**src/rtl/core/scs_pkg.sv**
```systemverilog
// shared types, constants and helpers for the spherical/cartesian converter
// depends on nothing; used by scs_cell, scs_gain and the top level
package scs_pkg;

  localparam int CORDIC_STAGES = 24;
  localparam int STEP_W = 5;
  localparam int V_W = 36;
  localparam int A_W = 35;

  localparam logic signed [A_W-1:0] PI_Q30 = 35'sd3373259426;
  localparam logic signed [A_W-1:0] HALF_PI_Q30 = 35'sd1686629713;
  localparam logic signed [A_W-1:0] TWO_PI_Q30 = 35'sd6746518852;
  localparam logic [29:0] INV_GAIN_Q30 = 30'd652032874;
  localparam logic signed [V_W-1:0] Q_MAX = 36'sd2147483647;
  localparam logic signed [V_W-1:0] Q_MIN = -36'sd2147483648;

  localparam logic [29:0] ATAN_TABLE [32] = '{
    30'h3243F6A8, 30'h1DAC6705, 30'h0FADBAFC, 30'h07F56EA6, 30'h03FEAB76,
    30'h01FFD55B, 30'h00FFFAAA, 30'h007FFF55, 30'h003FFFEA, 30'h001FFFFD,
    30'h000FFFFF, 30'h0007FFFF, 30'h0003FFFF, 30'h0001FFFF, 30'h0000FFFF,
    30'h00007FFF, 30'h00003FFF, 30'h00001FFF, 30'h00000FFF, 30'h000007FF,
    30'h000003FF, 30'h000001FF, 30'h000000FF, 30'h0000007F, 30'h0000003F,
    30'h0000001F, 30'h0000000F, 30'h00000007, 30'h00000003, 30'h00000001,
    30'h00000000, 30'h00000000
  };

  // data that rides along with each item
  typedef struct packed {
    logic                  valid;
    logic                  req;
    logic                  neg;
    logic                  zero;
    logic signed [A_W-1:0] ang;
    logic signed [V_W-1:0] keep;
  } side_t;

  // one pipeline slot
  typedef struct packed {
    side_t                 side;
    logic signed [V_W-1:0] x;
    logic signed [V_W-1:0] y;
    logic signed [A_W-1:0] z;
  } stage_t;

  typedef struct packed {
    logic                  neg;
    logic signed [A_W-1:0] z;
  } rot_t;

  typedef struct packed {
    logic        ovf;
    logic [31:0] val;
  } sat_t;

  function automatic logic signed [A_W-1:0] atan_angle(input logic [STEP_W-1:0] i);
    return signed'({5'b00000, ATAN_TABLE[i]});
  endfunction

  // q3.28 angle to internal q30, folded into [-pi/2, pi/2] with negate flag
  function automatic rot_t wrap_angle(input logic signed [31:0] a);
    logic signed [A_W-1:0] z;
    rot_t r;
    z = {a[31], a, 2'b00};
    r.neg = 1'b0;
    if (z > PI_Q30) z = z - TWO_PI_Q30;
    if (z < -PI_Q30) z = z + TWO_PI_Q30;
    if (z > HALF_PI_Q30) begin
      z = z - PI_Q30;
      r.neg = 1'b1;
    end else if (z < -HALF_PI_Q30) begin
      z = z + PI_Q30;
      r.neg = 1'b1;
    end
    r.z = z;
    return r;
  endfunction

  // clamp to signed 32 bits
  function automatic sat_t saturate(input logic signed [V_W-1:0] v);
    sat_t s;
    s.ovf = 1'b0;
    s.val = v[31:0];
    if (v > Q_MAX) begin
      s.ovf = 1'b1;
      s.val = Q_MAX[31:0];
    end else if (v < Q_MIN) begin
      s.ovf = 1'b1;
      s.val = Q_MIN[31:0];
    end
    return s;
  endfunction

endpackage

```
**src/rtl/core/scs_gain.sv**
```systemverilog
// two-stage cordic gain compensation of x and y, truncating toward zero
// depends on scs_pkg
module scs_gain (
  input  logic            clk,
  input  logic            rst,
  input  scs_pkg::stage_t din,
  output scs_pkg::stage_t dout
);

  logic [scs_pkg::V_W-1:0] mag_x;
  logic [scs_pkg::V_W-1:0] mag_y;
  logic                    sgn_x;
  logic                    sgn_y;
  logic [47:0]             lo_x;
  logic [47:0]             hi_x;
  logic [47:0]             lo_y;
  logic [47:0]             hi_y;
  logic                    neg_x;
  logic                    neg_y;
  scs_pkg::stage_t         hold;
  logic [65:0]             sum_x;
  logic [65:0]             sum_y;
  logic [35:0]             q_x;
  logic [35:0]             q_y;
  scs_pkg::stage_t         dout_next;

  // magnitudes; a pending negation folds into the sign
  assign sgn_x = din.x[scs_pkg::V_W-1] ^ din.side.neg;
  assign sgn_y = din.y[scs_pkg::V_W-1] ^ din.side.neg;
  assign mag_x = din.x[scs_pkg::V_W-1] ? 36'(-din.x) : 36'(din.x);
  assign mag_y = din.y[scs_pkg::V_W-1] ? 36'(-din.y) : 36'(din.y);

  // partial products
  always_ff @(posedge clk) begin
    lo_x  <= 48'(mag_x[17:0]) * 48'(scs_pkg::INV_GAIN_Q30);
    hi_x  <= 48'(mag_x[35:18]) * 48'(scs_pkg::INV_GAIN_Q30);
    lo_y  <= 48'(mag_y[17:0]) * 48'(scs_pkg::INV_GAIN_Q30);
    hi_y  <= 48'(mag_y[35:18]) * 48'(scs_pkg::INV_GAIN_Q30);
    neg_x <= sgn_x;
    neg_y <= sgn_y;
    if (rst) hold <= '0;
    else     hold <= din;
  end

  // combine and restore sign
  assign sum_x = {hi_x, 18'b0} + 66'(lo_x);
  assign sum_y = {hi_y, 18'b0} + 66'(lo_y);
  assign q_x   = sum_x[65:30];
  assign q_y   = sum_y[65:30];

  always_comb begin
    dout_next          = hold;
    dout_next.side.neg = 1'b0;
    dout_next.x        = neg_x ? -signed'(q_x) : signed'(q_x);
    dout_next.y        = neg_y ? -signed'(q_y) : signed'(q_y);
  end

  always_ff @(posedge clk) begin
    if (rst) dout <= '0;
    else     dout <= dout_next;
  end

endmodule

```
**config.mk**
```make
export PLATFORM = sky130hd
export DESIGN_NAME = scs_gain
export DESIGN_NICKNAME = d
export VERILOG_FILES = /design/src/rtl/core/scs_pkg.sv /design/src/rtl/core/scs_gain.sv
export SDC_FILE = /design/constraint.sdc
export NUM_CORES = 2
export LEC_CHECK = 0
export CORE_AREA = 10 10 295 297
export DETAILED_ROUTE_END_ITERATION = 10
export DIE_AREA = 0 0 305 307
export DONT_BUFFER_PORTS = 1
export PLACE_DENSITY = 0.89
export SYNTH_ARGS = -nofsm -noshare
export SYNTH_HDL_FRONTEND = slang
export SYNTH_SLANG_ARGS = --single-unit
```
**constraint.sdc**
```tcl
create_clock -name clk -period 15.95 [get_ports clk]
set_input_delay 3.19 -clock clk [delete_from_list [all_inputs] [get_ports clk]]
set_output_delay 3.19 -clock clk [all_outputs]
set_load 0.02 [all_outputs]
```
==> flow_summary.ini <==
[run_status]
run_status = complete, no violations

[worst_setup_path]
endpoint_kind = flop
reg2reg_to = dout[98]$_SDFF_PP0_
critPathBufInv = 5
path_delay_family = simple AND/OR/NAND/NOR gates
max_stage_delay_ns = 0.54
cp.required_ns = 16.47
regToRegStartpoint = hi_x[9]$_DFF_P_
cp_max_fo = 7
cpMaxStageDelayCell = or4_4
rr_worst_depth = 13
worstSetupPathType = in2reg
cp.arrival_ns = 12.80
start_kind = input pin
ff2ff_setup_slack_ns = 10.78

[die]
initial_core_util_pct = 64.4
dieArea_mm2 = 0.0936
coreArea_mm2 = 0.0813
std_cell_rows = 105
die_h_um = 307
die_x_um = 305
io_pins = 366

[drt]
num_vias = 37000
drt_iter0_drc = 2876
drc = 0
dr.pass1.iters = 6
drt-total-wl_mm = 141
wl_per_cell_um = 21.9
ant_nets = 0
via_per_inst = 5.72

[sta]
fmax_mhz = 81.4
rsz0062_at_grt = false
max_slew_margin_pct = 18.4
drv_slew = 0
tightest_slew_ns = 1.19
finalCritPeriodShare_pct = 77.0
tns_ns = 0
skew_ns = 0.0459
period_needed_ns = 12.28
setup_viol = 0
final-hold-violation-count = 0

[logic_synthesis]
synth_cell_types = 89
avgSynthCellArea_um2 = 9.77
synthMuxAreaShare_pct = 0.282
synth_xor_area_share_pct = 5.04
yosys.area_share.adder_pct = 49.0
async_reset_ff_share_pct = 0
synth-simple-area-share_pct = 9.82
netlist_area_mm2 = 0.0524
syn-num-nets = 7096
ys.flop_type = dfxtp_1
ys_seq_elements = 444
synthCells = 5367
synth_top_family_by_area = adder cells
synth_compound_area_share_pct = 8.84
yosysWarningCount = 0
synth_edf_count = 0
yosysSeqAreaShare_pct = 17.0

[place]
io_buffers = 0
gp_congestion = 1.05
post-dp-hpwl_mm = 122

[cts]
clock-sinks = 444
cts_setup_buffers = 0
cts_tree = yes
cts_resized = 0
cts.path.max_buffers = 3
cts_root_buf = clkbuf_16
holdBufCountCts = 0
cts_buffers = 47
htreeDepth = 2
clk-insertion-delay-late_ns = 0.62
clk_pin_slew_ns = 0.07

[global_route]
grt_antenna_before_repair = 7
grt_use_total_pct = 30.2
overflow = 0
grt_pass1_wl_mm = 222
grt_max_degree = 300
grt_pass1_vias = 39700

[worst_hold_path]
hp-class = reg2reg
whs_path_depth = 1
whs_endpoint = dout[107]$_SDFF_PP0_
hp-start = dout_next[107]$_SDFF_PP0_

[final_layout]
seqCellArea_mm2 = 0.00889
drive_gt1_share_pct = 2.84
fillers = 6080
fin_nets = 7078
multiInputGateArea_mm2 = 0.0383
area_growth_pct = 5.49

[job]
maxCapViolations = 0
## area by class of cell
cell class	instances	share of cell area, %
repair buffers	22	0.299
clock buffers	61	2.40
multi-input cells	3521	69.2
clock inverters	25	0.654
flip-flops and latches	444	16.1
diodes	9	0.0407
inverters	1313	8.91
well taps	1070	2.42
## cell usage after synthesis, drive strengths merged, types with 24 or more instances
cell type	n	area share, %
ha	699	17
and2	24	0.29
or2	29	0.35
nor3	51	0.49
nand3	57	0.55
o31ai	39	0.56
inv	1313	9.4
nor2	202	1.5
clkbuf	85	0.61
or4	26	0.39
fa	846	32
or3	28	0.34
dfxtp	444	17
o21ai	123	1.2
xnor2	202	3.4
nand4	27	0.32
nor2b	250	3.0
o21a	29	0.42
nand2	148	1.1
a21o	123	1.8
and3	39	0.47
nand2b	35	0.42
a21oi	182	1.7
xor2	98	1.6
a31oi	25	0.30
## state kept, by name, summed over array words and instances (netlist names)
name	count
dout	181
dout_next	109
hi_x	47
hi_y	47
lo_x	29
lo_y	29
neg_x	1
neg_y	1
## per-layer routing
layer  global-route usage [%]  routed length [µm]  up-vias
li1                         -                   -    16900
met2                     53.0               70600     1503
met4                     13.1                6920        2
met1                     36.4               53900    18300
met3                     4.80               10000      362
met5                        0                  13        -
## cell usage in the layout (no fill, tap or decap), types with 39 or more instances in the layout
master,n
clkbuf_16,47
o31ai_1,39
xnor2_1,200
fa_1,846
a21oi_1,182
o21ai_0,105
xor2_1,98
nand3_1,56
and3_1,39
nand2_1,147
dfxtp_1,444
nor2_1,201
inv_1,1311
ha_1,699
nor2b_1,250
a21o_1,123
nor3_1,51
## kinds of logic after synthesis
logic type,Yosys count
other cells,1
flops,444
mux,14
fa+ha+maj,1545
buf+inv,1402
compound gates,698
xor+xnor,300
simple gates,963
## how the worst max path moves through the flow
stage | from | to | depth (start not counted)
2_1_floorplan | din[39] | hi_y[46]$_DFF_P_ | 32
3_3_place_gp | din[39] | hi_y[46]$_DFF_P_ | 32
3_5_place_dp | din[39] | hi_y[46]$_DFF_P_ | 32
4_1_cts | din[39] | hi_y[46]$_DFF_P_ | 32
5_1_grt | din[39] | hi_y[46]$_DFF_P_ | 31
6_report | din[39] | hi_y[46]$_DFF_P_ | 32
## through the flow
stage	util (%)	hold slack (ns)	setup slack [ns]	instance area, µm²	std cells
after detailed placement	65.9	0.420	3.20	53600	6370
after floorplan	-	0.414	4.00	52400	5367
after global routing	68.0	0.411	3.20	55300	6462
after global placement	65.9	0.417	3.36	53600	6370
final	68.0	0.403	3.67	55300	6465
after CTS	68.0	0.384	3.80	55300	6456
Power is not shown: default switching activity piles up to over one toggle a cycle in this logic, so the estimate is an artifact.
